### src/hw/rtl/gbha_pkg.sv
package gbha_pkg;

  localparam int MAX_GROUPS_DEF = 256;

  // Request commands
  localparam logic [1:0] CMD_ACCUM = 2'd0;
  localparam logic [1:0] CMD_READ  = 2'd1;
  localparam logic [1:0] CMD_CLEAR = 2'd2;

  // Aggregate functions; every other code sums
  localparam logic [2:0] AGG_COUNT = 3'd0;
  localparam logic [2:0] AGG_SUM   = 3'd1;
  localparam logic [2:0] AGG_MIN   = 3'd2;
  localparam logic [2:0] AGG_MAX   = 3'd3;
  localparam logic [2:0] AGG_AVG   = 3'd4;

  // Configuration register indexes
  localparam int CFG_IDX_W  = 8;
  localparam int CFG_DATA_W = 32;
  localparam logic [CFG_IDX_W-1:0] CFG_AGG_FUNC  = 8'd0;
  localparam logic [CFG_IDX_W-1:0] CFG_STAR_MODE = 8'd1;

  typedef struct packed {
    logic [1:0]         command;
    logic               key_null;
    logic signed [63:0] key_value;
    logic               value_null;
    logic signed [63:0] value_in;
    logic [7:0]         group_index;
  } in_t;

  typedef struct packed {
    logic [7:0]         group_id;
    logic               new_group;
    logic               table_full;
    logic [8:0]         group_total;
    logic signed [63:0] out_key;
    logic               out_key_null;
    logic [31:0]        out_count;
    logic               agg_seen;
    logic signed [63:0] agg_value;
    logic               index_valid;
  } out_t;

  // Request in flight along the cell chain, with its partial result
  typedef struct packed {
    in_t  req;
    out_t rsp;
    logic found;
  } pkt_t;

  // Settings broadcast to every cell
  typedef struct packed {
    logic [2:0] agg_func;
    logic       star_mode;
  } cfg_t;

endpackage

### src/hw/rtl/gbha_cell.sv
module gbha_cell #(
  parameter int CELL_IDX = 0,
  parameter int IDX_W    = 8,
  parameter int CNT_W    = 9
) (
  input  logic                clk,
  input  logic                rst_n,
  input  gbha_pkg::cfg_t      cfg_i,
  input  logic [CNT_W-1:0]    used_i,
  input  logic                vld_i,
  input  gbha_pkg::pkt_t      pkt_i,
  output logic                vld_o,
  output gbha_pkg::pkt_t      pkt_o
);

  localparam int XW = IDX_W + 8;

  // One group entry; undefined until the group is created here
  logic signed [63:0] key_r,  key_nxt;
  logic               kn_r,   kn_nxt;
  logic [31:0]        cnt_r,  cnt_nxt;
  logic               seen_r, seen_nxt;
  logic signed [63:0] acc_r,  acc_nxt;
  logic               wr_en;

  logic           vld_r;
  gbha_pkg::pkt_t pkt_r, pkt_nxt;

  logic               in_use, hit, create, accum;
  logic [31:0]        base_cnt, sat_cnt;
  logic               base_seen;
  logic signed [63:0] base_acc, v;

  always_comb begin
    in_use  = CNT_W'(CELL_IDX) < used_i;
    accum   = vld_i && (pkt_i.req.command == gbha_pkg::CMD_ACCUM) && !pkt_i.found;
    hit     = accum && in_use &&
              (pkt_i.req.key_null ? kn_r
                                  : (!kn_r && (key_r == pkt_i.req.key_value)));
    create  = accum && !hit && (used_i == CNT_W'(CELL_IDX));
    v       = pkt_i.req.value_in;

    base_cnt  = create ? 32'd0 : cnt_r;
    base_seen = create ? 1'b0  : seen_r;
    base_acc  = create ? 64'sd0 : acc_r;
    sat_cnt   = (base_cnt == 32'hFFFF_FFFF) ? base_cnt : base_cnt + 32'd1;

    key_nxt  = create ? (pkt_i.req.key_null ? 64'sd0 : pkt_i.req.key_value) : key_r;
    kn_nxt   = create ? pkt_i.req.key_null : kn_r;
    cnt_nxt  = base_cnt;
    seen_nxt = base_seen;
    acc_nxt  = base_acc;
    if (cfg_i.star_mode) begin
      cnt_nxt  = sat_cnt;
      seen_nxt = 1'b1;
    end else if (!pkt_i.req.value_null) begin
      cnt_nxt  = sat_cnt;
      seen_nxt = 1'b1;
      if (!base_seen) begin
        acc_nxt = v;
      end else begin
        case (cfg_i.agg_func)
          gbha_pkg::AGG_MIN: acc_nxt = (v < base_acc) ? v : base_acc;
          gbha_pkg::AGG_MAX: acc_nxt = (base_acc < v) ? v : base_acc;
          default:           acc_nxt = base_acc + v;
        endcase
      end
    end
    wr_en = hit || create;

    pkt_nxt = pkt_i;
    if (wr_en) begin
      pkt_nxt.found         = 1'b1;
      pkt_nxt.rsp.group_id  = 8'(CELL_IDX);
      pkt_nxt.rsp.new_group = create;
    end
    if (vld_i && (pkt_i.req.command == gbha_pkg::CMD_READ) && in_use &&
        (XW'(pkt_i.req.group_index) == XW'(CELL_IDX))) begin
      pkt_nxt.rsp.out_key      = key_r;
      pkt_nxt.rsp.out_key_null = kn_r;
      pkt_nxt.rsp.out_count    = cnt_r;
      pkt_nxt.rsp.agg_seen     = seen_r;
      pkt_nxt.rsp.agg_value    = acc_r;
      pkt_nxt.rsp.index_valid  = 1'b1;
    end
  end

  always_ff @(posedge clk) begin
    if (wr_en) begin
      key_r  <= key_nxt;
      kn_r   <= kn_nxt;
      cnt_r  <= cnt_nxt;
      seen_r <= seen_nxt;
      acc_r  <= acc_nxt;
    end
  end

  always_ff @(posedge clk) begin
    if (!rst_n) begin
      vld_r <= 1'b0;
    end else begin
      vld_r <= vld_i;
    end
    pkt_r <= pkt_nxt;
  end

  assign vld_o = vld_r;
  assign pkt_o = pkt_r;

endmodule

### config.mk
export PLATFORM = sky130hd
export DESIGN_NAME = gbha_cell
export DESIGN_NICKNAME = d
export VERILOG_FILES = /design/src/hw/rtl/gbha_pkg.sv /design/src/hw/rtl/gbha_cell.sv
export SDC_FILE = /design/constraint.sdc
export NUM_CORES = 1
export LEC_CHECK = 0
export CAP_MARGIN = 5
export CORE_AREA = 5 5 255 257
export CTS_CLUSTER_SIZE = 30
export DETAILED_ROUTE_END_ITERATION = 8
export DIE_AREA = 0 0 260 262
export DONT_BUFFER_PORTS = 1
export GPL_TIMING_DRIVEN = 0
export PLACE_DENSITY = 0.5
export REMOVE_ABC_BUFFERS = 1
export SLEW_MARGIN = 0
export SYNTH_ARGS = -nofsm -noshare
export SYNTH_HDL_FRONTEND = slang
export SYNTH_SLANG_ARGS = --single-unit
### constraint.sdc
create_clock -name clk -period 5.4 [get_ports clk]
set_input_delay 0.54 -clock clk [delete_from_list [all_inputs] [get_ports clk]]
set_output_delay 0.54 -clock clk [all_outputs]
set_load 0.02 [all_outputs]
==> flow_summary.yaml, run 1 <==
grt:
  grt_pass1_wl_mm: 130
  grt_overflow: 0
  grt_max_degree: 99
  grt_pass1_vias: 19370
  antenna_found_initial: 9
  grt.total_usage: 0.251
route:
  drt_pre_antenna_iters: 9
  drc_errors: 0
  post_drt_wl_per_cell_microns: 26.6
  drtAntennaViolNets: 0
  viasPerCell: 5.60
  wl_mm: 91.0
  vias: 19185
  drtIter0Drc: 1355
setup_path:
  r2r-end: "acc_r[48]"
  rrSetupSlack_ns: 0.62
  path_cells: "nor4_4, nand4_4, buf_12, nand2_1, inv_1, ha_1, nand4_1, or4_1, nor4_1, and3b_1, a22oi_2, nand3_4, buf_4, mux2_2, a211oi_4, nor2_2, buf_8, a221o_1"
  reg2reg_from: "acc_r[27]"
  ff2ff_path_depth: 14
  cp-startpoint: "used_i[0]"
  slowest_stage: "or4_1"
  worst-path-stages: 18
  path_class: "in -> reg"
  critPathMaxFanout: 28
  start_kind: "input pin"
  critPathArrivalTime_ns: 5.53
  critPathMaxStageDelay_ns: 0.63
  required_ns: 5.74
  end_kind: "flop"
  path_buf_inv: 4
  crit_family: "simple AND/OR/NAND/NOR gates"
clock_network:
  htreeDepth: 2
  path_clk_slew_ns: 0.06
  cts_root_buffer: "clkbuf_16"
  clock_latency_ns: 0.61
  cts_tree: "done"
  cts_sinks: 486
  cts_buffer_depth: 3
  cts_buffers: 52
finish:
  seq_area_sq_um: 11400
  area_growth_syn_to_layout_pct: 18.6
  multi_input_area_sq_um: 12100
  fillers: 5823
  utilization: 0.463
  nNetsFinal: 3019
  layout-drive-gt1-share: 0.137
sta:
  slew_headroom: 0.141
  tightest_slew_ns: 1.29
  hold_violations: 0
  rsz0062_at_grt: "false"
  finalSetupViolations: 0
  finalCritPeriodShare: 0.961
  max_freq_mhz: 193
  period_needed_ns: 5.19
  tns_ns: 0
  hold_ws_ns: 0.0383
  slew_viol_final: 0
  finClkSkew_ns: 0.0192
die:
  floorplan.rows: 92
  ioPinCount: 663
  die_x_microns: 260
  die_area_sq_um: 68100
  dieHeight_microns: 262
  core-area_sq_um: 62500
  start_util: 0.391
yosys:
  synth_cell_types: 100
  synthFlopType: "dfxtp_1"
  syn-cell-area_sq_um: 24400
  ys_seq_area_frac: 0.465
  postSynthAreaPerCell_sq_um: 10.1
  netlist_instances: 2408
  synth-async-reset-ratio: 0
  yosys_warnings: 0
  synth-edff-count: 162
  synth-seq-cells: 486
pwr:
  peakVddDrop_v: 0.000244
  power_w: 0.00862
  power_leakage_nw: 11.2
  pwr_density_cell_nw_per_um2: 298
status:
  status: "completed"
placed_design:
  gp_congestion: 0.895
  port_buffers: 0
  dp_hpwl_mm: 66.9
min_path:
  hp-start: "pkt_i[1]"
  hold_class: "in -> reg"
  holdPathEnd: "pkt_o[1]"
  worstHoldPathCells: 1
run:
  maxCapViolations: 0
[logic make-up (layout without fill, tap and decap cells)]
| logic type | Yosys count | in the layout | synth area share |
|---|---|---|---|
| AO/OA/AOI/OAI | 521 | 521 | 0.141 |
| XOR/XNOR | 146 | 147 | 0.0524 |
| adder cells (fa/ha/maj) | 146 | 146 | 0.0748 |
| buffers and inverters | 275 | 442 | 0.0440 |
| flip-flops | 486 | 486 | 0.465 |
| multiplexers | 185 | 185 | 0.0850 |
| other | 0 | 4 | 0 |
| AND/OR/NAND/NOR | 649 | 650 | 0.138 |
[sequential cells by signal, indices dropped and copies added (netlist names)]
signal,count
key_r,64
acc_r,64
cnt_r,32
kn_r,1
vld_o,1
pkt_o,323
seen_r,1
[metrics by stage]
step	setup WS, ns	cells	cell area [sq um]
after floorplan	-1.28	2291	23900
after global placement	-5.71	3137	25000
after detailed placement	-1.75	3152	25400
after CTS	0.0142	3414	28900
after global routing	0.0406	3426	29000
final	0.213	3427	29000
[worst register-to-register path, stage by stage, from the launching register on]
cell,delay (ns)
edfxtp_1,0.47
and2_1,0.20
ha_1,0.43
inv_2,0.11
or4_1,0.68
nor4_1,0.31
and3b_1,0.31
a22oi_2,0.10
nand3_4,0.20
buf_4,0.18
mux2_2,0.45
a211oi_4,0.41
nor2_2,0.16
buf_8,0.20
a221o_1,0.31
[Yosys cell counts, drive strengths merged (24+ instances only)]
cell type	number	area (sq um)
nor4	45	312
nor2b	80	500
ha	146	1830
mux2	172	1940
nand2	154	578
and3	24	150
xor2	72	631
nand4	31	209
xnor2	74	648
a221oi	29	260
and2	45	283
nor3	47	240
clkbuf	98	368
a21oi	161	825
dfxtp	324	6490
inv	157	589
o21ai	118	598
o31ai	26	200
nor2	132	495
nand3	42	215
edfxtp	162	4860
[routing by layer]
metal  up-vias  part of all wire  global-route usage
li1       8851                 -                   -
met1      9361              0.38               0.297
met2       805              0.50               0.448
met3       164             0.076              0.0580
met4         4             0.037              0.0911
met5         -           0.00033                   0
[cell type report]
cell class	count	area share
timing repair buffer	187	0.0704
inverter	158	0.0207
antenna	4	0.000346
multi-input combinational	1649	0.419
tap	846	0.0366
clock buffer	78	0.0554
sequential	486	0.392
clock inverter	19	0.00523
[how the worst max path moves through the flow]
stage | end | slack [ns]
after floorplan | acc_r[20] | -1.28
after global placement | acc_r[20] | -5.71
after detailed placement | acc_r[20] | -1.75
after CTS | acc_r[43] | 0.01
after global routing | acc_r[62] | 0.04
final | acc_r[48] | 0.21
[layout by cell type (no fill, tap or decap), types with 15 or more instances in the layout]
cell           Yosys  routed
and2_1            42      41
ha_1             146     146
nor3_1            46      45
o21ai_0          109     109
nor4_1            43      42
buf_4              4      19
nor2b_1           80      79
a31oi_1           19      19
o21bai_1          21      21
clkbuf_16          0      56
xor2_1            72      71
nand3_1           41      41
and3_1            24      24
nand4_1           30      30
o31ai_1           25      25
a22oi_1           15      15
nor2_1           132     128
a221oi_1          28      28
dfxtp_1          324     324
a21oi_1          158     157
inv_1            155     154
edfxtp_1         162     162
o22ai_1           16      16
dlygate4sd3_1      0     150
nand2_1          154     152
mux2_2           170     170
xnor2_1           74      74
[repair_timing]
item	4_1_cts	5_1_grt
setup buffers	13	9
setup endpoints to repair	64	28
gates resized for setup	5	4
pin swaps	5	3
gates cloned	2	0
hold buffers	150	0
endpoints found under the hold margin	150	0
[where the power goes]
part           internal (W)  switching [W]
clock network       0.00207        0.00155
logic              0.000388       0.000465
registers           0.00391       0.000244
total               0.00637        0.00225
No activity file was read; power rests on OpenSTA's default activity.
==> inputs of run 2 (changes only) <==
--- a/config.mk
+++ b/config.mk
@@ -6,13 +6,13 @@
 export NUM_CORES = 1
 export LEC_CHECK = 0
 export CAP_MARGIN = 5
-export CORE_AREA = 5 5 255 257
+export CORE_AREA = 2 2 259 261
 export CTS_CLUSTER_SIZE = 30
 export DETAILED_ROUTE_END_ITERATION = 8
-export DIE_AREA = 0 0 260 262
+export DIE_AREA = 0 0 261 263
 export DONT_BUFFER_PORTS = 1
 export GPL_TIMING_DRIVEN = 0
-export PLACE_DENSITY = 0.5
+export PLACE_DENSITY = 0.48
 export REMOVE_ABC_BUFFERS = 1
 export SLEW_MARGIN = 0
 export SYNTH_ARGS = -nofsm -noshare
==> run 2 against run 1 <==
- combinational power increased by 0.5%
- highest routed layer unchanged
- hold slack got worse by 0.0020 ns
- cell area up 0.29%
- total power up 1.3%
==> flow_summary.yaml, run 2 (same netlist as run 1, synthesis figures left out) <==
clock_network:
  cts_sinks: 486
  clock_latency_ns: 0.63
  cts_buffers: 53
  cts_buffer_depth: 3
  cts_root_buffer: "clkbuf_16"
  htreeDepth: 2
  cts_tree: "done"
  path_clk_slew_ns: 0.06
run:
  maxCapViolations: 0
grt:
  grt_pass1_vias: 19115
  antenna_found_initial: 15
  grt.total_usage: 0.256
  grt_pass1_wl_mm: 131
  grt_max_degree: 99
  grt_overflow: 0
setup_path:
  start_kind: "input pin"
  critPathMaxFanout: 33
  end_kind: "flop"
  path_class: "in -> reg"
  critPathArrivalTime_ns: 5.68
  ff2ff_path_depth: 15
  required_ns: 5.82
sta:
  hold_violations: 0
  finClkSkew_ns: 0.0298
  period_needed_ns: 5.25
  tns_ns: 0
  finalSetupViolations: 0
  finalCritPeriodShare: 0.973
  max_freq_mhz: 190
  tightest_slew_ns: 1.36
  slew_headroom: 0.0909
  rsz0062_at_grt: "false"
  slew_viol_final: 0
route:
  drc_errors: 0
  drtIter0Drc: 1418
  viasPerCell: 5.55
  wl_mm: 91.3
  vias: 19164
  drtAntennaViolNets: 0
  drt_pre_antenna_iters: 6
  post_drt_wl_per_cell_microns: 26.5
finish:
  final_cell_mix: "dfxtp_1, mux2_2, edfxtp_1"
  area_growth_syn_to_layout_pct: 18.9
  postLayoutCellArea_sq_um: 29000
  layout-drive-gt1-share: 0.135
  final_common_cell: "dfxtp_1"
  utilization: 0.442
  nNetsFinal: 3018
  largest_reg_flops: 323
  fin_cells: 3450
min_path:
  worstHoldPathCells: 1
  hold_class: "in -> reg"
pwr:
  power_leakage_nw: 11.2
  power_w: 0.00873
  pwr_density_cell_nw_per_um2: 301
  peakVddDrop_v: 0.000212
placed_design:
  gp_congestion: 0.886
  dp_hpwl_mm: 66.8
  post-place-cells: 3171
  placedInstanceArea_sq_um: 25500
  port_buffers: 0
die:
  dieHeight_microns: 263
  core-area_sq_um: 65600
  floorplan.rows: 94
  ioPinCount: 663
  die_area_sq_um: 68600
  die_x_microns: 261
  start_util: 0.372
status:
  status: "completed"
## run 2: cell types whose count changed in the layout (fill, tap and decap cells not counted), moves of 3 or more
cell       previous run  this run
clkbuf_1             10        16
clkbuf_16            56        61
clkbuf_8             12         5
clkinv_2              9         5
clkinv_4              3         6
diode_2               4         8
## run 2: final timing paths
check	to	startpoint	slack [ns]
setup / recovery	acc_r[62]	pkt_i[0]	0.15
hold / removal	pkt_o[1]	pkt_i[1]	0.04
setup reg to reg	acc_r[43]	acc_r[29]	0.52
hold reg to reg	pkt_o[28]	acc_r[26]	0.50
## run 2: cell type report
class,instances,area [sq um]
diodes,8,20.0
clock buffers,82,1660
clock inverters,18,150
fillers,6194,36600
inverters,158,603
multi-input cells,1648,12100
flip-flops and latches,486,11400
well taps,864,1080
repair buffers,186,2060
## run 2: report_power, final
part           switching, W  internal (W)  total, W
Sequential         0.000242       0.00391   0.00415
Clock               0.00158       0.00214   0.00372
Combinational      0.000464      0.000392  0.000856
## run 2: stage by stage
stage	worst slack [ns]	hold slack (ns)
finish	0.146	0.0362
detailed placement	-1.93	0.494
global placement	-5.84	0.492
CTS	0.0737	0.00235
floorplan	-1.28	0.466
global route	0.00422	0.00767
## run 2: critical path, cell delays in order
cell      delay (ns)
nor4b_4         0.24
buf_4           0.20
nand4_4         0.13
buf_12          0.21
buf_12          0.18
and2_1          0.21
ha_1            0.51
inv_1           0.13
a21oi_1         0.29
o311ai_0        0.24
a221oi_1        0.38
o31ai_2         0.20
a31oi_1         0.52
o221ai_2        0.34
a21oi_1         0.62
nor4_1          0.21
mux2i_1         0.17
a221oi_1        0.29
## run 2: repair_timing
item,in CTS,in global routing
cloned,1,0
pin swaps,8,3
hold buffers,150,0
setup endpoints to repair,64,29
resized for setup,6,3
endpoints found under the hold margin,150,0
setup buffers,17,3
## run 2: routing by layer
metal | track usage | routed length, microns | up-vias
li1 | - | - | 8858
met1 | 0.299 | 35400 | 9355
met2 | 0.454 | 45500 | 783
met3 | 0.0560 | 6600 | 158
met4 | 0.0940 | 3660 | 10
met5 | 0 | 61 | -
